$ cat src/hw/rtl/mwcl_pkg.sv
// ----------------------------------------------------------------------------
// mwcl_pkg
// Shared types and constants of the mecanum wheel command limiter.
// ----------------------------------------------------------------------------
package mwcl_pkg;

  // Field widths
  localparam int unsigned VelW    = 21;  // signed Q4.16 body velocity
  localparam int unsigned YawW    = 23;  // signed Q6.16 yaw rate
  localparam int unsigned RateW   = 25;  // signed Q8.16 wheel rate result
  localparam int unsigned IrW     = 24;  // inverse wheel radius
  localparam int unsigned AxisW   = 18;  // half wheelbase plus half track
  localparam int unsigned LimW    = 24;  // wheel speed limit
  localparam int unsigned TickW   = 16;  // watchdog counter and timeout
  localparam int unsigned TwistW  = 25;  // k*wz in Q.16
  localparam int unsigned SumW    = 26;  // vx +/- vy +/- t
  localparam int unsigned RawW    = 34;  // unscaled wheel rate, signed
  localparam int unsigned MagW    = 33;  // magnitude of unscaled rate
  localparam int unsigned FracW   = 16;  // fraction bits
  localparam int unsigned Wheels  = 4;
  localparam int unsigned DivSteps = LimW;  // quotient bits of the scaler

  // Configuration port
  localparam int unsigned AddrW = 4;
  localparam int unsigned DataW = 32;

  // Register indexes
  localparam logic [1:0] RegInverseRadius = 2'd0;
  localparam logic [1:0] RegAxisOffsetSum = 2'd1;
  localparam logic [1:0] RegSpeedLimit    = 2'd2;
  localparam logic [1:0] RegTimeoutTicks  = 2'd3;

  // Register reset values
  localparam logic [IrW-1:0]   InverseRadiusRst = 24'd1310720;
  localparam logic [AxisW-1:0] AxisOffsetRst    = 18'd20120;
  localparam logic [LimW-1:0]  SpeedLimitRst    = 24'd3276800;
  localparam logic [TickW-1:0] TimeoutRst       = 16'd10;

  // Input item kind and result cause
  localparam logic OpCommand    = 1'b0;
  localparam logic OpTick       = 1'b1;
  localparam logic CauseCommand = 1'b0;
  localparam logic CauseStop    = 1'b1;

  // Wheel order in the result
  localparam logic [1:0] WheelFrontLeft  = 2'd0;
  localparam logic [1:0] WheelFrontRight = 2'd1;
  localparam logic [1:0] WheelRearLeft   = 2'd2;
  localparam logic [1:0] WheelRearRight  = 2'd3;

  typedef enum logic [2:0] {
    ST_IDLE,
    ST_TWIST,
    ST_RATE,
    ST_CHECK,
    ST_SCALE_MUL,
    ST_DIVIDE,
    ST_DONE
  } state_e;

  typedef struct packed {
    logic [IrW-1:0]   inverse_radius;
    logic [AxisW-1:0] axis_offset_sum;
    logic [LimW-1:0]  wheel_speed_limit;
    logic [TickW-1:0] timeout_ticks;
  } cfg_t;

  // Controller to datapath commands
  typedef struct packed {
    logic       load_in;     // capture command velocities
    logic       load_twist;  // register k*wz
    logic       rate_en;     // compute one wheel rate, track the maximum
    logic       mul_en;      // form one scaler numerator
    logic       div_en;      // one quotient bit on all wheels
    logic       out_load;    // fill the output register
    logic       out_stop;    // result is a watchdog stop
    logic       out_scaled;  // result takes the scaled rates
    logic [1:0] idx;         // wheel select
  } dp_cmd_t;

  // Datapath to controller status
  typedef struct packed {
    logic over_limit;  // largest magnitude exceeds the limit
    logic out_free;    // output register can take a result
  } dp_status_t;

endpackage

$ cat src/hw/rtl/mwcl_cfg_regs.sv
// ----------------------------------------------------------------------------
// mwcl_cfg_regs
// APB-style register file holding the limiter configuration.
// ----------------------------------------------------------------------------
module mwcl_cfg_regs (
  input  logic                          clk_i,
  input  logic                          rst_ni,
  input  logic                          psel,
  input  logic                          penable,
  input  logic                          pwrite,
  input  logic [mwcl_pkg::AddrW-1:0]    paddr,
  input  logic [mwcl_pkg::DataW-1:0]    pwdata,
  output logic [mwcl_pkg::DataW-1:0]    prdata,
  output logic                          pready,
  output mwcl_pkg::cfg_t                cfg_o
);

  mwcl_pkg::cfg_t cfg_q, cfg_d;
  logic [1:0]     reg_idx;
  logic           wr_en;

  assign pready  = 1'b1;
  assign reg_idx = paddr[3:2];
  assign wr_en   = psel & penable & pwrite;

  // Decode register writes
  always_comb begin
    cfg_d = cfg_q;
    if (wr_en) begin
      unique case (reg_idx)
        mwcl_pkg::RegInverseRadius: cfg_d.inverse_radius    = pwdata[mwcl_pkg::IrW-1:0];
        mwcl_pkg::RegAxisOffsetSum: cfg_d.axis_offset_sum   = pwdata[mwcl_pkg::AxisW-1:0];
        mwcl_pkg::RegSpeedLimit:    cfg_d.wheel_speed_limit = pwdata[mwcl_pkg::LimW-1:0];
        mwcl_pkg::RegTimeoutTicks:  cfg_d.timeout_ticks     = pwdata[mwcl_pkg::TickW-1:0];
        default:                    cfg_d = cfg_q;
      endcase
    end
  end

  always_ff @(posedge clk_i or negedge rst_ni) begin
    if (!rst_ni) begin
      cfg_q.inverse_radius    <= mwcl_pkg::InverseRadiusRst;
      cfg_q.axis_offset_sum   <= mwcl_pkg::AxisOffsetRst;
      cfg_q.wheel_speed_limit <= mwcl_pkg::SpeedLimitRst;
      cfg_q.timeout_ticks     <= mwcl_pkg::TimeoutRst;
    end else begin
      cfg_q <= cfg_d;
    end
  end

  // Read back
  always_comb begin
    prdata = '0;
    unique case (reg_idx)
      mwcl_pkg::RegInverseRadius: prdata = {8'd0, cfg_q.inverse_radius};
      mwcl_pkg::RegAxisOffsetSum: prdata = {14'd0, cfg_q.axis_offset_sum};
      mwcl_pkg::RegSpeedLimit:    prdata = {8'd0, cfg_q.wheel_speed_limit};
      mwcl_pkg::RegTimeoutTicks:  prdata = {16'd0, cfg_q.timeout_ticks};
      default:                    prdata = '0;
    endcase
  end

  assign cfg_o = cfg_q;

endmodule

$ cat config.mk
export PLATFORM = sky130hd
export DESIGN_NAME = mwcl_cfg_regs
export DESIGN_NICKNAME = d
export VERILOG_FILES = /design/src/hw/rtl/mwcl_pkg.sv /design/src/hw/rtl/mwcl_cfg_regs.sv
export SDC_FILE = /design/constraint.sdc
export NUM_CORES = 1
export LEC_CHECK = 0
export ABC_AREA = 1
export ABC_CLOCK_PERIOD_IN_PS = 1100
export BUFFER_PORTS_ARGS = -buffer_cell sky130_fd_sc_hd__buf_2
export CELL_PAD_IN_SITES_DETAIL_PLACEMENT = 0
export CELL_PAD_IN_SITES_GLOBAL_PLACEMENT = 2
export CORE_MARGIN = 2
export CORE_UTILIZATION = 26
export CTS_BUF_LIST = sky130_fd_sc_hd__clkbuf_16
export CTS_CLUSTER_SIZE = 10
export DETAILED_ROUTE_END_ITERATION = 16
export MAX_ROUTING_LAYER = met4
export PLACE_DENSITY_LB_ADDON = 0.1
export SLEW_MARGIN = 25
export SYNTH_ARGS = -nofsm -noshare
export SYNTH_HDL_FRONTEND = slang
export SYNTH_SLANG_ARGS = --single-unit
$ cat constraint.sdc
create_clock -name clk_i -period 1.1 [get_ports clk_i]
set_clock_uncertainty 0.05 [all_clocks]
set_input_delay 0.11 -clock clk_i [delete_from_list [all_inputs] [get_ports clk_i]]
set_output_delay 0.11 -clock clk_i [all_outputs]
set_load 0.1 [all_outputs]
; After elaboration in Yosys (flattened, before gate mapping)
; Cells that the tools add are included.
[totals]
output_inout_bits = 115
regBits = 82
[op_classes]
n_eq_ne = 3
mux = 1
n_bitwise = 2
n_reduce_logical = 5
[ops]
columns = op, n
row1 = 32-bit one-hot mux with 4 select lines, 1
row2 = 2-bit AND reduction, 4
row3 = "2-bit == test, second input constant", 2
row4 = 1-bit bitwise AND, 2
row5 = "2-bit by 1-bit == test with 1-bit output, second input constant", 1
row6 = 2-bit zero test, 1

; Logic depth before layout (Yosys ltp)
[depth]
word_depth = 3
ltp_mapped = 8
depth_no_buf = 6

; Worst setup path after synthesis
; No wires, ideal clock.
[synth_path]
kind = reg2out
start = register cfg_q (netlist bit cfg_o[16])
end = output port prdata[0] (netlist bit)
required_time_ns = 0.940
stages_incl_launch_ff = 3
t_arrival_ns = 1.879
setup_slack_ns = -0.939
path_cell_list = dfrtp_1 nand3_1 nand4_1
[synth_between]
elab_chain_len = 1
[synth_lines]
columns = element, line
row1 = "start, declared", mwcl_cfg_regs.sv:18  ; mwcl_pkg::cfg_t cfg_q, cfg_d;
row2 = "start signal, assigned", mwcl_cfg_regs.sv:47  ; cfg_q <= cfg_d;
row3 = 32-bit one-hot mux with 4 select lines, mwcl_cfg_regs.sv:54  ; unique case (reg_idx)
row4 = "end, declared", mwcl_cfg_regs.sv:13  ; output logic [mwcl_pkg::DataW-1:0] prdata,
; No other way between the ends. The select of a mux whose other input is x is not followed.

; Worst setup path in the final report
[layout_path]
start = register cfg_q (netlist bit cfg_o[3])
end = output port prdata[3] (netlist bit)
; Same word-level chain as after synthesis.

==> results.txt <==
The run finished, with violations left. The final reports fail on negative setup slack. The latest clock arrival within the worst-skew pair is 0.34 ns.

The max-cap violation count is 0. The number of flip-flops under the largest register name is 82. The die is 126.8 um wide. The number of buffers between clock root and the deepest sink came out at 2. The critical path starts at cfg_o[3]$_DFFE_PN1P_. TritonCTS built the clock tree. The detailed-placement wirelength estimate is 10.97 mm. The critical register-to-register path startpoint is cfg_o[37]$_DFFE_PN1P_. The count of flip-flops with a built-in enable after synthesis came out at 0. The biggest area contributor in the post-synthesis netlist is sky130_fd_sc_hd__dfrtp_1.

The number of nets in the layout came out at 798. The category of the worst setup path capture point is a primary output. On the critical path the largest part of the delay comes from flip-flops. The final count of pins violating max slew was 0. The maximum number of pins on one net before global-route repair came out at 83. The first-pass GRT wire length is 24.42 mm. The area added between synthesis and finish came out at 123.8%. In this run the worst path has a maximum fanout of 2. The analysis attributes to cell leakage a power of 4.160 nW. The post-route antenna net violation count came out at 0. After clock tree synthesis, the clock-pin slew on the worst setup and hold paths is 0.06 ns. The number of diodes is 0. The DRC violation count after routing came out at 0. Dividing the detail-routed wire length by the instance count gives 16.34 um. The yosys synthesis warning count came out at 0.

For this block, the routed nets add up to 15.46 mm of wire. The flip-flop and latch count after synthesis is 82. The cell count of the worst reg-to-reg path is 5. Summed over its instances, the top area cell type makes up 43.44% of the synthesized netlist area. Across the VDD grid, the largest voltage drop is 1.374 mV. The final weighted congestion in routability-driven placement is 0.7666. The core footprint is 0.01464 sq mm.

The clock sink count came out at 82. Among all cell types in the netlist, the one instantiated most often is sky130_fd_sc_hd__nand2_1. STA puts the critical path data required time at 0.94 ns. Total power for the finished layout comes to 20.31 mW. The cell area that synthesis handed to floorplanning was 0.003918 sq mm. STA classifies the critical path startpoint as a flip-flop. After technology mapping, the gate count stands at 491. The worst endpoint data arrival time is 1.37 ns. The highest clock frequency the design can meet is 655.2 MHz.

The count of final setup violators came out at 108. The area enclosed by the die boundary is 0.01607 sq mm. The count of buffer and inverter cells on the critical path came out at 1.

The final worst setup slack came out at -0.4263 ns. The final count of hold timing violations came out at 0. The residual overflow from global routing came out at 0. The average cell area after synthesis is 7.979 sq um. For this block, the initial DRC count from the detailed router was 194.

Summing over every cut layer, the via total after detailed routing is 4209. The CTS root buffer is sky130_fd_sc_hd__clkbuf_16. Yosys attributes the largest share of cell area to sky130_fd_sc_hd__dfrtp_1 (43%), sky130_fd_sc_hd__nand2_1 (28%), sky130_fd_sc_hd__dfstp_2 (9.4%). The initial antenna violation count came to 0.

The endpoint identified for the worst register-to-register timing path is cfg_o[37]$_DFFE_PN1P_. Clock tree synthesis inserted a total of 9 buffers. Sorting the synthesized cells by how often they occur yields sky130_fd_sc_hd__nand2_1 (288), sky130_fd_sc_hd__dfrtp_1 (68), sky130_fd_sc_hd__nand3_1 (50).

For this design the ratio of total power to cell area is 2316 mW/mm^2. The count of buffers from port buffering is 136. The share of layout cells above drive strength 1 is 54.86%. The synthesized netlist contains 19 unique library cells.

Hold is met by 0.2909 ns. The worst register-to-register path has a setup slack of -0.03 ns. The floorplan has 44 rows. The min-delay analysis places its worst path in the category input pin to async pin. After layout, the minimum clock period comes to 1.526 ns.

Setup repair after global routing could not meet its margin everywhere. For this design, the slowest cell found on the critical path is sky130_fd_sc_hd__dfstp_4. The delay contributed by the slowest stage of the critical path came out at 0.62 ns. The global router's overall resource usage is 20.38%. The floorplan step set the die height to 126.8 um. The H-tree was split into 3 levels. By startpoint and endpoint, the worst setup path is classified as flip-flop to primary output. In the synthesized netlist the dominant register cell turns out to be sky130_fd_sc_hd__dfrtp_1. The number of logic stages on the critical path including buffering came out at 3.

The register area share after synthesis is 52.83%. The number of primary I/O pins is 156. Following the worst setup path forward leads to its endpoint at prdata[3]. The number of global-route vias before repair is 4293. Timing analysis after detailed placement gives a worst setup slack of -0.1881 ns. The number of detailed-route iterations in the first pass is 4. The part of the cycle the worst path needs came out at 138.8%.

For this configuration, the core starts out at a cell density of 26.75%. Counting flops with an async set or reset pin after synthesis yields a share of 100.0%. Dividing the detail-routed via count by the number of cells gives 4.449. Walking the worst path, the cells encountered are nand3_1, nand4_1, buf_12.
[per-stage QoR]
step           TNS (ns)  std cells  utilization, %  cell area, sq um
6_report         -20.97        946           59.87              8767
5_1_grt          -23.89        946           59.87              8767
4_1_cts          -22.13        940           59.39              8697
3_5_place_dp     -12.48        882           52.63              7707
3_3_place_gp     -11.27        882           52.63              7707
2_1_floorplan    -11.88        498               -              4502
[cell usage in the layout, fill, tap and decap left out, types with 6 or more instances in the layout]
cell	Yosys	final
sky130_fd_sc_hd__nand2_1	288	267
sky130_fd_sc_hd__buf_12	0	127
sky130_fd_sc_hd__buf_6	7	56
sky130_fd_sc_hd__dfrtp_4	0	49
sky130_fd_sc_hd__buf_4	16	44
sky130_fd_sc_hd__nand3_2	1	29
sky130_fd_sc_hd__buf_2	3	29
sky130_fd_sc_hd__dlygate4sd3_1	0	25
sky130_fd_sc_hd__nand3_1	50	20
sky130_fd_sc_hd__dfrtp_2	0	19
sky130_fd_sc_hd__nand2_4	3	17
sky130_fd_sc_hd__nand4_1	16	16
sky130_fd_sc_hd__dfstp_4	0	14
sky130_fd_sc_hd__conb_1	2	9
sky130_fd_sc_hd__clkbuf_16	0	9
sky130_fd_sc_hd__nor2_4	6	6
sky130_fd_sc_hd__nand2_8	0	6
[how the worst min path moves through the flow]
| stage | start | to | slack, ns | depth (start not counted) |
|---|---|---|---|---|
| after global routing | rst_ni | cfg_o[29]$_DFFE_PN0P_ | 0.35 | 3 |
| after floorplan | rst_ni | cfg_o[16]$_DFFE_PN0P_ | -0.24 | 0 |
| final | rst_ni | cfg_o[29]$_DFFE_PN0P_ | 0.29 | 3 |
| after global placement | rst_ni | cfg_o[79]$_DFFE_PN0P_ | 0.14 | 2 |
| after CTS | rst_ni | cfg_o[29]$_DFFE_PN0P_ | 0.32 | 3 |
| after detailed placement | rst_ni | cfg_o[29]$_DFFE_PN0P_ | 0.14 | 2 |
[layout make-up]
| type | count | area, sq um |
|---|---|---|
| clock buffer | 9 | 225.2 |
| sequential | 82 | 2330 |
| inverter | 6 | 32.53 |
| clock inverter | 7 | 78.83 |
| fill | 1241 | 5877 |
| tap | 184 | 230.2 |
| timing repair buffer | 281 | 3899 |
| multi-input combinational | 377 | 1972 |
[per-layer routing]
layer,wire length [um],track usage [%]
met1,7041,26.80
met2,7468,32.50
met3,735,3.332
met4,211,6.206
met5,0,-
[worst reg2reg max path: stages, from the launching register on]
cell,delay [ns]
sky130_fd_sc_hd__dfstp_4,0.63
sky130_fd_sc_hd__buf_6,0.10
sky130_fd_sc_hd__buf_4,0.09
sky130_fd_sc_hd__buf_4,0.09
sky130_fd_sc_hd__nand2_1,0.04
sky130_fd_sc_hd__nand2_1,0.07
[power breakdown]
part | internal (mW) | total [mW] | switching (mW)
combinational | 4.66 | 12.4 | 7.77
sequential | 4.05 | 4.72 | 0.672
clock | 1.95 | 3.16 | 1.21
[timing repair]
action | 4_1_cts | 5_1_grt
endpoints found under the setup margin | 106 | 106
endpoints found under the hold margin | 149 | 0
resized for setup | 68 | 20
pin swaps | 37 | 8
hold buffers | 25 | 0
setup buffers | 17 | 23
[cells by family (layout without fill, tap and decap cells)]
family / count (synthesis) / after routing / synth area share [%]
and+or+nand+nor: 368 / 368 / 40.02
DFF: 82 / 82 / 52.83
buffers and inverters: 39 / 303 / 6.963
other: 2 / 9 / 0.1917
Note: power is estimated with default switching activity, not from simulation.
