File: src/hw/rtl/mwcl_pkg.sv
// ----------------------------------------------------------------------------
// mwcl_pkg
// Shared types and constants of the mecanum wheel command limiter.
// ----------------------------------------------------------------------------
package mwcl_pkg;

  // Field widths
  localparam int unsigned VelW    = 21;  // signed Q4.16 body velocity
  localparam int unsigned YawW    = 23;  // signed Q6.16 yaw rate
  localparam int unsigned RateW   = 25;  // signed Q8.16 wheel rate result
  localparam int unsigned IrW     = 24;  // inverse wheel radius
  localparam int unsigned AxisW   = 18;  // half wheelbase plus half track
  localparam int unsigned LimW    = 24;  // wheel speed limit
  localparam int unsigned TickW   = 16;  // watchdog counter and timeout
  localparam int unsigned TwistW  = 25;  // k*wz in Q.16
  localparam int unsigned SumW    = 26;  // vx +/- vy +/- t
  localparam int unsigned RawW    = 34;  // unscaled wheel rate, signed
  localparam int unsigned MagW    = 33;  // magnitude of unscaled rate
  localparam int unsigned FracW   = 16;  // fraction bits
  localparam int unsigned Wheels  = 4;
  localparam int unsigned DivSteps = LimW;  // quotient bits of the scaler

  // Configuration port
  localparam int unsigned AddrW = 4;
  localparam int unsigned DataW = 32;

  // Register indexes
  localparam logic [1:0] RegInverseRadius = 2'd0;
  localparam logic [1:0] RegAxisOffsetSum = 2'd1;
  localparam logic [1:0] RegSpeedLimit    = 2'd2;
  localparam logic [1:0] RegTimeoutTicks  = 2'd3;

  // Register reset values
  localparam logic [IrW-1:0]   InverseRadiusRst = 24'd1310720;
  localparam logic [AxisW-1:0] AxisOffsetRst    = 18'd20120;
  localparam logic [LimW-1:0]  SpeedLimitRst    = 24'd3276800;
  localparam logic [TickW-1:0] TimeoutRst       = 16'd10;

  // Input item kind and result cause
  localparam logic OpCommand    = 1'b0;
  localparam logic OpTick       = 1'b1;
  localparam logic CauseCommand = 1'b0;
  localparam logic CauseStop    = 1'b1;

  // Wheel order in the result
  localparam logic [1:0] WheelFrontLeft  = 2'd0;
  localparam logic [1:0] WheelFrontRight = 2'd1;
  localparam logic [1:0] WheelRearLeft   = 2'd2;
  localparam logic [1:0] WheelRearRight  = 2'd3;

  typedef enum logic [2:0] {
    ST_IDLE,
    ST_TWIST,
    ST_RATE,
    ST_CHECK,
    ST_SCALE_MUL,
    ST_DIVIDE,
    ST_DONE
  } state_e;

  typedef struct packed {
    logic [IrW-1:0]   inverse_radius;
    logic [AxisW-1:0] axis_offset_sum;
    logic [LimW-1:0]  wheel_speed_limit;
    logic [TickW-1:0] timeout_ticks;
  } cfg_t;

  // Controller to datapath commands
  typedef struct packed {
    logic       load_in;     // capture command velocities
    logic       load_twist;  // register k*wz
    logic       rate_en;     // compute one wheel rate, track the maximum
    logic       mul_en;      // form one scaler numerator
    logic       div_en;      // one quotient bit on all wheels
    logic       out_load;    // fill the output register
    logic       out_stop;    // result is a watchdog stop
    logic       out_scaled;  // result takes the scaled rates
    logic [1:0] idx;         // wheel select
  } dp_cmd_t;

  // Datapath to controller status
  typedef struct packed {
    logic over_limit;  // largest magnitude exceeds the limit
    logic out_free;    // output register can take a result
  } dp_status_t;

endpackage

File: src/hw/rtl/mwcl_ctrl.sv
// ----------------------------------------------------------------------------
// mwcl_ctrl
// Sequencer for kinematics and scaling, plus the command watchdog.
// ----------------------------------------------------------------------------
module mwcl_ctrl (
  input  logic                            clk_i,
  input  logic                            rst_ni,
  input  logic                            in_valid_i,
  input  logic                            in_op_i,
  output logic                            in_ready_o,
  input  logic [mwcl_pkg::TickW-1:0]      timeout_ticks_i,
  input  mwcl_pkg::dp_status_t            status_i,
  output mwcl_pkg::dp_cmd_t               cmd_o
);

  mwcl_pkg::state_e state_q, state_d;
  logic [1:0]                 idx_q, idx_d;
  logic [4:0]                 step_q, step_d;
  logic                       armed_q, armed_d;
  logic [mwcl_pkg::TickW-1:0] ticks_q, ticks_d;
  logic                       stop_q, stop_d;
  logic                       scaled_q, scaled_d;

  always_ff @(posedge clk_i or negedge rst_ni) begin
    if (!rst_ni) begin
      state_q  <= mwcl_pkg::ST_IDLE;
      idx_q    <= '0;
      step_q   <= '0;
      armed_q  <= 1'b0;
      ticks_q  <= '0;
      stop_q   <= 1'b0;
      scaled_q <= 1'b0;
    end else begin
      state_q  <= state_d;
      idx_q    <= idx_d;
      step_q   <= step_d;
      armed_q  <= armed_d;
      ticks_q  <= ticks_d;
      stop_q   <= stop_d;
      scaled_q <= scaled_d;
    end
  end

  // Next state and datapath commands
  always_comb begin
    state_d    = state_q;
    idx_d      = idx_q;
    step_d     = step_q;
    armed_d    = armed_q;
    ticks_d    = ticks_q;
    stop_d     = stop_q;
    scaled_d   = scaled_q;
    in_ready_o = 1'b0;
    cmd_o      = '0;
    cmd_o.idx  = idx_q;

    unique case (state_q)
      mwcl_pkg::ST_IDLE: begin
        in_ready_o = 1'b1;
        if (in_valid_i) begin
          if (in_op_i == mwcl_pkg::OpTick) begin
            // Advance the watchdog; stop the wheels once it runs out
            if (armed_q) begin
              if (ticks_q >= timeout_ticks_i) begin
                armed_d  = 1'b0;
                stop_d   = 1'b1;
                scaled_d = 1'b0;
                state_d  = mwcl_pkg::ST_DONE;
              end else begin
                ticks_d = ticks_q + 1'b1;
              end
            end
          end else begin
            cmd_o.load_in = 1'b1;
            armed_d       = 1'b1;
            ticks_d       = '0;
            stop_d        = 1'b0;
            state_d       = mwcl_pkg::ST_TWIST;
          end
        end
      end

      mwcl_pkg::ST_TWIST: begin
        cmd_o.load_twist = 1'b1;
        idx_d            = '0;
        state_d          = mwcl_pkg::ST_RATE;
      end

      mwcl_pkg::ST_RATE: begin
        cmd_o.rate_en = 1'b1;
        idx_d         = idx_q + 1'b1;
        if (idx_q == mwcl_pkg::WheelRearRight) begin
          state_d = mwcl_pkg::ST_CHECK;
        end
      end

      mwcl_pkg::ST_CHECK: begin
        scaled_d = status_i.over_limit;
        idx_d    = '0;
        state_d  = status_i.over_limit ? mwcl_pkg::ST_SCALE_MUL : mwcl_pkg::ST_DONE;
      end

      mwcl_pkg::ST_SCALE_MUL: begin
        cmd_o.mul_en = 1'b1;
        idx_d        = idx_q + 1'b1;
        step_d       = '0;
        if (idx_q == mwcl_pkg::WheelRearRight) begin
          state_d = mwcl_pkg::ST_DIVIDE;
        end
      end

      mwcl_pkg::ST_DIVIDE: begin
        cmd_o.div_en = 1'b1;
        step_d       = step_q + 1'b1;
        if (step_q == 5'(mwcl_pkg::DivSteps - 1)) begin
          state_d = mwcl_pkg::ST_DONE;
        end
      end

      mwcl_pkg::ST_DONE: begin
        // Hold until the output register is free
        if (status_i.out_free) begin
          cmd_o.out_load   = 1'b1;
          cmd_o.out_stop   = stop_q;
          cmd_o.out_scaled = scaled_q;
          state_d          = mwcl_pkg::ST_IDLE;
        end
      end

      default: state_d = mwcl_pkg::ST_IDLE;
    endcase
  end

endmodule

File: config.mk
export PLATFORM = sky130hd
export DESIGN_NAME = mwcl_ctrl
export DESIGN_NICKNAME = d
export VERILOG_FILES = /design/src/hw/rtl/mwcl_pkg.sv /design/src/hw/rtl/mwcl_ctrl.sv
export SDC_FILE = /design/constraint.sdc
export NUM_CORES = 1
export LEC_CHECK = 0
export BUFFER_PORTS_ARGS = -buffer_cell sky130_fd_sc_hd__clkbuf_2
export CAP_MARGIN = 10
export CORE_MARGIN = 8
export CORE_UTILIZATION = 50
export CTS_CLUSTER_DIAMETER = 60
export DETAILED_ROUTE_END_ITERATION = 12
export PLACE_DENSITY = 0.67
export SYNTH_ARGS = -nofsm -noshare
export SYNTH_HDL_FRONTEND = slang
export SYNTH_SLANG_ARGS = --single-unit
File: constraint.sdc
create_clock -name clk_i -period 2.7 [get_ports clk_i]
set_clock_uncertainty 0.05 [all_clocks]
set_input_delay 0.27 -clock clk_i [delete_from_list [all_inputs] [get_ports clk_i]]
set_output_delay 0.27 -clock clk_i [all_outputs]
set_load 0.02 [all_outputs]
=== After elaboration in Yosys (flattened, before gate mapping) ===
Index checks and enable logic that the tools add are counted.

* Eq/ne operators: 21
* Reduce and logical (&&, ||, !) cells: 11
* Muxes and demuxes: 36
* Add/sub/neg operators: 3
* Order comparisons: 1

{| class="wikitable"
|+ Operators with widths
! kind !! number
|-
| two-way mux 16 bit || 3
|-
| two-way mux 3 bit || 10
|-
| case mux 3 bit (7 select lines) || 1
|-
| two-way mux 1 bit || 18
|-
| inequality test 2 bit, second input constant || 9
|-
| adder 16 x 1 -> 16 bit, second input constant || 1
|-
| greater-or-equal comparator 16 bit || 1
|-
| case mux 5 bit (2 select lines) || 1
|-
| == test 3 bit, second input constant || 3
|-
| AND reduction 4 bit || 2
|-
| AND reduction 7 bit || 1
|-
| == test 3 x 2 -> 1 bit, second input constant || 2
|-
| inequality test 3 bit, second input constant || 2
|-
| nonzero test 2 bit || 3
|-
| adder 5 x 1 -> 5 bit, second input constant || 1
|-
| == test 5 bit, second input constant || 1
|-
| AND reduction 5 bit || 1
|-
| inequality test 2 x 1 -> 1 bit, second input constant || 2
|-
| case mux 2 bit (2 select lines) || 1
|-
| OR reduction 2 bit || 2
|-
| == test 3 x 1 -> 1 bit, second input constant || 1
|-
| logical NOT 3 bit || 1
|-
| adder 2 x 1 -> 2 bit, second input constant || 1
|-
| == test 2 bit, second input constant || 1
|-
| other kinds (3) || 3
|}

* Bits of input ports: 22
* Register bits: 29
* Output and inout port bits: 11
* Word-level logic and storage cells: 79

=== Longest topological paths before layout ===
Gate-level depths: netlist of the first run.

* Word-level depth: 6
* Mapped depth: 10
* Gate-level depth less buffers: 8

=== Worst setup path before layout of the first run ===
No wires, ideal clock.

* Kind: register -> register
* Start: reg state_q[2]
* End: reg ticks_q[14] (netlist name)
* Data arrival time: 2.020 ns
* Setup slack: 0.500 ns
* Path buffers: 1
* Stages on the path, launching flop included: 8
* Cell sequence: dfrtp_1 > buf_6 > nor3_1 > nand2_1 > nor2_1 > nor2b_1 > o31ai_1 > o21ai_1

* Longest elaborated chain between the ends: 2

{| class="wikitable"
|+ Ends and longest elaborated chain
! item !! line !! RTL
|-
| start, declared || mwcl_ctrl.sv:16 || <nowiki>mwcl_pkg::state_e state_q, state_d;</nowiki>
|-
| start signal, assigned || mwcl_ctrl.sv:26 || <nowiki>state_q <= mwcl_pkg::ST_IDLE;</nowiki>
|-
| start signal, assigned || mwcl_ctrl.sv:34 || <nowiki>state_q <= state_d;</nowiki>
|-
| logical NOT 3 bit || mwcl_ctrl.sv:57 || <nowiki>unique case (state_q)</nowiki>
|-
| AND reduction 4 bit (no source line) || -- ||
|-
| end signal, assigned || mwcl_ctrl.sv:38 || <nowiki>ticks_q <= ticks_d;</nowiki>
|-
| end, declared || mwcl_ctrl.sv:20 || <nowiki>logic [mwcl_pkg::TickW-1:0] ticks_q, ticks_d;</nowiki>
|}

Every way passes these cells.
A chain may end at the register's enable or synchronous reset.

=== Worst setup path in the final report of the first run ===
* Start: reg ticks_q[2] (netlist name)
* End: reg ticks_q[14] (netlist name)

* Longest elaborated chain between the ends: 4

{| class="wikitable"
|+ Ends and longest elaborated chain
! item !! line !! RTL
|-
| adder 16 x 1 -> 16 bit || mwcl_ctrl.sv:70 || <nowiki>ticks_d = ticks_q + 1'b1;</nowiki>
|-
| two-way mux 16 bit || mwcl_ctrl.sv:64 || <nowiki>if (ticks_q >= timeout_ticks_i) begin</nowiki>
|-
| two-way mux 16 bit || mwcl_ctrl.sv:63 || <nowiki>if (armed_q) begin</nowiki>
|-
| two-way mux 16 bit || mwcl_ctrl.sv:61 || <nowiki>if (in_op_i == mwcl_pkg::OpTick) begin</nowiki>
|}

Several ways; a longest one is shown, not always the timed one. The select of a mux whose other input is x is not followed.

==> results of run 1 <==
==> power by group through the flow <==
stage / clock, mW / combinational (mW) / sequential [mW]
after global placement: 0 / 0.787 / 0.750
after CTS: 0.379 / 0.799 / 0.752
final: 0.369 / 0.795 / 0.754
after floorplan: 0 / 0.662 / 0.651
after detailed placement: 0 / 0.795 / 0.760
after global routing: 0.395 / 0.901 / 0.783
==> placed cells by master, fill, tap and decap left out, types with 2 or more instances in the layout <==
cell type	netlist	routed
o31ai_1	2	2
o211ai_1	7	7
a31oi_1	6	6
o41ai_2	2	2
a22o_1	3	3
nand2_1	39	39
clkbuf_2	0	32
nor3_1	12	12
and3_1	11	11
a32oi_1	3	3
nand3_1	7	7
and4_1	3	3
mux2i_1	4	4
a21oi_1	12	12
nand3b_1	2	2
a31o_2	4	4
clkbuf_8	0	6
buf_4	3	8
nor2_1	17	17
o311ai_0	3	3
o21ai_1	3	3
inv_1	19	19
a211o_1	2	2
and2_1	4	4
a211oi_1	3	3
nor2b_1	5	5
or3_1	2	2
nand4b_1	2	2
ha_1	19	19
o21ai_0	15	15
nand4_1	2	2
nand2_2	2	2
dfrtp_1	29	29
a21o_1	2	2
==> layer usage <==
| metal | part of all wire | vias to the layer above | global-route usage |
|---|---|---|---|
| met5 | 0 | - | 0 |
| li1 | - | 1079 | - |
| met1 | 0.50 | 992 | 0.227 |
| met2 | 0.45 | 60 | 0.248 |
| met4 | 0.014 | 0 | 0.0534 |
| met3 | 0.042 | 8 | 0.0397 |
==> cell usage after synthesis, drive strengths merged <==
library cell / instances / area [sq um]
or4b: 1 / 10.0
nor4b: 1 / 23.8
buf: 6 / 56.3
nand4: 2 / 12.5
o21ai: 18 / 90.1
a41o: 1 / 10.0
o22ai: 1 / 6.26
a211oi: 4 / 35.0
o21a: 1 / 7.51
nor2: 17 / 63.8
and4: 4 / 36.3
clkbuf: 9 / 33.8
inv: 19 / 71.3
nor3: 13 / 70.1
nand3: 7 / 35.0
o211ai: 7 / 52.6
nand2: 42 / 170
a21o: 2 / 15.0
mux2i: 4 / 40.0
or3: 2 / 12.5
nand3b: 2 / 15.0
a221o: 1 / 10.0
a41oi: 2 / 25.0
and2: 4 / 25.0
a22o: 3 / 26.3
a21oi: 12 / 60.1
o41ai: 2 / 32.5
nor2b: 5 / 31.3
o21bai: 1 / 11.3
and3: 11 / 68.8
xor2: 1 / 8.76
o311ai: 3 / 26.3
o31ai: 2 / 15.0
a31o: 4 / 35.0
mux2: 1 / 11.3
a211o: 2 / 17.5
nand4b: 2 / 17.5
ha: 19 / 238
dfrtp: 29 / 726
a31oi: 6 / 37.5
a32oi: 3 / 26.3
nor3b: 1 / 7.51
==> critical path, cell delays in order, from the launching register on <==
cell	delay (ps)
dfrtp_1	450
ha_1	330
a211oi_2	200
o21ai_1	100
a41oi_2	270
o21ai_1	230
buf_4	230
o31ai_1	230
o21ai_1	130
==> metrics by stage <==
stage	instance area, sq um	util	power [mW]
finish	2610	0.567	1.92
global route	2610	0.567	2.08
CTS	2610	0.567	1.93
detailed placement	2520	0.548	1.55
global placement	2520	0.548	1.54
floorplan	2320	-	1.31
==> how the worst max path moves through the flow <==
stage	from	end	slack, ps
floorplan	state_q[2]$_DFFE_PN0P_	ticks_q[14]$_DFFE_PN0P_	500
global placement	ticks_q[2]$_DFFE_PN0P_	ticks_q[14]$_DFFE_PN0P_	440
detailed placement	ticks_q[2]$_DFFE_PN0P_	ticks_q[10]$_DFFE_PN0P_	380
CTS	state_q[1]$_DFFE_PN0P_	cmd_o[9]	350
global route	ticks_q[2]$_DFFE_PN0P_	ticks_q[11]$_DFFE_PN0P_	200
finish	ticks_q[2]$_DFFE_PN0P_	ticks_q[14]$_DFFE_PN0P_	350
==> cells by family after synthesis <==
logic type | share of synthesized area
AO/OA/AOI/OAI | 0.232
XOR/XNOR | 0.00377
adder cells (fa/ha/maj) | 0.102
buffers and inverters | 0.0695
flip-flops | 0.312
multiplexers | 0.0221
AND/OR/NAND/NOR | 0.258
==> layout make-up <==
class / count / area, sq um
fillers: 458 / 1990
flip-flops and latches: 29 / 726
well taps: 54 / 67.6
inverters: 19 / 71.3
clock buffers: 7 / 86.3
repair buffers: 40 / 220
multi-input cells: 214 / 1440
==> sequential cells by signal, summed over array words and instances, names as in the netlist <==
register  flops
ticks_q      16
step_q        5
state_q       3
idx_q         2
armed_q       1
scaled_q      1
stop_q        1
==> results.ini, run 1 <==
[clock_network]
clockRootBuffer=clkbuf_8
cts_tree=done
cts.repair_timing.setup_buffer_count=0
cts.sink_count=29
ctsHtreeMaxLevel=2
clk-insertion-delay-late_ps=280
ctsResizeCount=0
cts.clk_slew.worst_paths_ps=60
number_of_buffers_inserted_for_hold_repair_after_clock_tree_synthesis=0
cts-root-to-sink-buffers=2
numCtsBuffers=5

[routing]
route.antenna.remaining_nets=0
detail_route.iter0.violations=154
via_count=2139
post_dr_wirelength_cell_um=15.7
drc=0
first_pass_iters=4
wl_um=5680
viasPerCell=5.89

[grt]
gr-usage-all-layers=0.166
grt_max_degree=30
number_of_global_route_vias_before_repair=2053
grt_remaining_overflow=0
grt_first_pass_wirelength_um=9930
initial_antenna_violation_count=0

[yosys]
syn-mean-instance-area_sq_um=8.39
yosysWarnings=0
syn_area_sq_mm=0.00232
synth.net_count=318
ys_types=50
post_synth_inst_count=277
synth_seq_cells=29
synth_sequential_area_ratio=0.312

[setup_path]
worst-endpoint-arrival_ps=2440
critPathRequiredTime_ps=2790
worst_r2r_startpoint=ticks_q[2]$_DFFE_PN0P_
r2r_cells=8
path_class=register to register
crit-reg2reg-capture=ticks_q[14]$_DFFE_PN0P_
worstPathMaxFanout=7
end_kind=register
startpoint_type=register
r2r_slack_ps=350

[timing]
setup_tns_ps=0
maxClockFrequency_ghz=0.426
timing.final.crit_share=0.869
period_needed_ps=2350
timing.final.ws_setup_ps=353
transition_time_of_the_tightest_slew_check_pin_ps=768
relSlewSlack=0.488
maxSlewViolCount=0
final-setup-viol-count=0
fin_worst_hold_slack_ps=-1.35
timing_hold_violations_final=1
rsz0062_at_grt=no

[floorplan]
horizontal_extent_of_the_die_um=84.2
chipHeight_um=84.2
floorplan.initialDensity=0.505
die_area_sq_mm=0.00708
num_rows=25
ioPinCount=33
core_sq_mm=0.00460

[cells_and_area]
drive_above_1_share=0.201
final_nets=350
insertedDiodeCount=0
final_cell_count_no_fill=363
area_growth_synth_to_finish_pct=12.2

[outcome]
status=finished with violations
violated_checks=hold timing

[power_and_ir_drop]
vdd_ir_drop_max_v=0.000262
p_leak_nw=1.32
clockPowerShare=0.192
power.switching_fraction=0.444
power.internal_mw=1.07
power.share.sequential=0.393
pwr_cell_area_mw_per_mm2=736
switchingPower_mw=0.853
power.combinational.fraction=0.415

[hold_path]
hold_class=input port to async pin

[placed_design]
dp_slack_ps=384
dp.final_hpwl_um=4130
numPortBuffers=32
dp_cells=356
place_congestion=0.832

[flow_run]
cap_viol_max_count=0

(Power assumes the default switching activity.)
==> run 2, diff against run 1 <==
BUFFER_PORTS_ARGS = -buffer_cell sky130_fd_sc_hd__buf_2   (was -buffer_cell sky130_fd_sc_hd__clkbuf_2)
==> run 2 against run 1 <==
  * The run now ends clean
  * Sequential power shrank 8.6%
  * First-iteration DRC count unchanged
  * Global-route usage up 0.060 points
  * Sequential share of layout area shrank 0.50 points
  * Wire length up 2.5%
  * Via count grew 2.3%
  * Critical path depth did not move
  * Worst setup slack lost 5.2 ps
  * Hold slack improved by 270 ps
  * Register-to-register slack about the same
  * Final area rose by 1.8%
==> results.ini, run 2 (synthesized netlist as in run 1, its figures left out) <==
[setup_path]
end_kind=register
path_cells=ha_1 -> a211oi_2 -> o21ai_1 -> a41oi_2 -> o21a_1 -> buf_4 -> a21oi_1 -> a221o_1
startpoint_type=register
worst_path_largest_cell_delay_ps=440  ; about the same
path_class=register to register
worst-endpoint-arrival_ps=2460  ; +20 ps
r2r_slack_ps=350  ; about the same
crit_slowest_cell=dfrtp_1
critPathRequiredTime_ps=2810  ; +20 ps
worstPathMaxFanout=8  ; +1

[flow_run]
cap_viol_max_count=0  ; unchanged

[cells_and_area]
insertedDiodeCount=0  ; unchanged
top_register=ticks_q
final_nets=354  ; +1.1%
final_common_cell=nand2_1
largest_register_ffs=16  ; unchanged
final_cell_count_no_fill=368  ; +1.4%
n_fill_cell=426  ; -7.0%
drive_above_1_share=0.213  ; +0.0127
area_growth_synth_to_finish_pct=14.3
layout_top_registers=ticks_q x16, step_q x5, state_q x3
layout.cells.most_common_list=39 x nand2_1, 32 x buf_2, 29 x dfrtp_1

[placed_design]
place_congestion=0.846  ; +1.7%
numPortBuffers=32  ; unchanged
dp_cells=359  ; +0.84%
dp_slack_ps=381  ; -2.34 ps
dp.final_hpwl_um=4320  ; +4.5%

[routing]
route.antenna.remaining_nets=0  ; unchanged
wl_um=5830  ; +2.5%
detail_route.iter0.violations=154  ; unchanged
viasPerCell=5.95  ; +0.90%
via_count=2188  ; +2.3%
post_dr_wirelength_cell_um=15.8  ; +1.1%
drc=0  ; unchanged
first_pass_iters=4  ; unchanged

[floorplan]
num_rows=25  ; unchanged
horizontal_extent_of_the_die_um=84.2  ; unchanged
die_area_sq_mm=0.00708  ; unchanged
chipHeight_um=84.2  ; unchanged
core_sq_mm=0.00460  ; unchanged
floorplan.initialDensity=0.505  ; unchanged
ioPinCount=33  ; unchanged

[clock_network]
cts.repair_timing.setup_buffer_count=0  ; unchanged
numCtsBuffers=5  ; unchanged
ctsResizeCount=0  ; unchanged
cts.clk_slew.worst_paths_ps=60  ; about the same
clockRootBuffer=clkbuf_8
clk-insertion-delay-late_ps=280  ; about the same
cts-root-to-sink-buffers=2  ; unchanged
cts.sink_count=29  ; unchanged
ctsHtreeMaxLevel=2  ; unchanged
cts_tree=done

[timing]
timing_hold_violations_final=0  ; -1
rsz0062_at_grt=no
timing.final.crit_share=0.871  ; +0.00191
maxClockFrequency_ghz=0.425  ; -0.22%
final-setup-viol-count=0  ; unchanged
transition_time_of_the_tightest_slew_check_pin_ps=688  ; -80.4 ps
timing.final.ws_setup_ps=348  ; -5.16 ps
setup_tns_ps=0  ; unchanged
fin_worst_hold_slack_ps=268  ; +269 ps
period_needed_ps=2350  ; +5.16 ps
maxSlewViolCount=0  ; unchanged
relSlewSlack=0.542  ; +0.0536

[grt]
initial_antenna_violation_count=0  ; unchanged
grt_first_pass_wirelength_um=9960  ; +0.34%
number_of_global_route_vias_before_repair=2045  ; -0.39%
grt_max_degree=30  ; unchanged
grt_remaining_overflow=0  ; unchanged
gr-usage-all-layers=0.166  ; +0.000605

[power_and_ir_drop]
pwr_cell_area_mw_per_mm2=746  ; +1.4%
vdd_ir_drop_max_v=0.000308  ; +17%
p_leak_nw=1.35  ; +2.3%

[outcome]
status=complete, no violations

[hold_path]
hold_class=input port to register

## run 2: cell count changes in the layout (fill, tap and decap cells not counted), sizes merged
cell / before / now
buf: 8 / 43
clkbuf: 39 / 7
clkinv: 0 / 1
dlygate4sd3: 0 / 1
## run 2: worst paths after layout
check | from | endpoint | cells past startpoint
setup / recovery | ticks_q[2]$_DFFE_PN0P_ | ticks_q[1]$_DFFE_PN0P_ | 8
hold / removal | status_i[1] | scaled_q$_DFFE_PN0P_ | 3
setup reg to reg | ticks_q[2]$_DFFE_PN0P_ | ticks_q[1]$_DFFE_PN0P_ | 8
hold reg to reg | stop_q$_DFFE_PN0P_ | stop_q$_DFFE_PN0P_ | 2
max in group asynchronous | rst_ni | ticks_q[4]$_DFFE_PN0P_ | 2
min in group asynchronous | rst_ni | idx_q[0]$_DFFE_PN0P_ | 2
## run 2: worst max-delay path: cells and delay by family, from the launching register on
kind                     cells  cell delay [ps]
flip-flops                   1              440
adder cells (fa/ha/maj)      1              340
AO/OA/AOI/OAI                6             1210
buffers and inverters        1              200
## run 2: through the flow
| step | total power [mW] | util | area [sq um] |
|---|---|---|---|
| after detailed placement | 1.58 | 0.553 | 2540 |
| after global placement | 1.56 | 0.553 | 2540 |
| after CTS | 1.98 | 0.577 | 2660 |
| final | 1.98 | 0.577 | 2660 |
| after global routing | 2.13 | 0.577 | 2660 |
| after floorplan | 1.31 | - | 2320 |
## run 2: area by class of cell
class / instances / area, sq um / share of cell area
inverter: 19 / 71.3 / 0.0269
multi-input combinational: 214 / 1440 / 0.541
clock buffer: 7 / 96.3 / 0.0363
sequential: 29 / 726 / 0.273
tap: 54 / 67.6 / 0.0254
clock inverter: 1 / 5.00 / 0.00189
timing repair buffer: 44 / 253 / 0.0952
## run 2: timing repair
action | CTS | global route
endpoints found under the setup margin | 0 | 0
endpoints found under the hold margin | 16 | 0
hold buffers | 1 | 0
## run 2: power by group
part | switching (mW) | leakage [nW] | internal (mW)
Clock | 0.174 | 0.0542 | 0.230
Combinational | 0.540 | 0.912 | 0.347
Sequential | 0.151 | 0.382 | 0.539
Total | 0.865 | 1.35 | 1.12
## run 2: per-layer routing
layer / global-route usage / vias up / part of all wire
met5: 0 / - / 0
met4: 0.0518 / 0 / 0.011
met2: 0.260 / 67 / 0.47
li1: - / 1090 / -
met1: 0.225 / 1025 / 0.47
met3: 0.0290 / 6 / 0.045
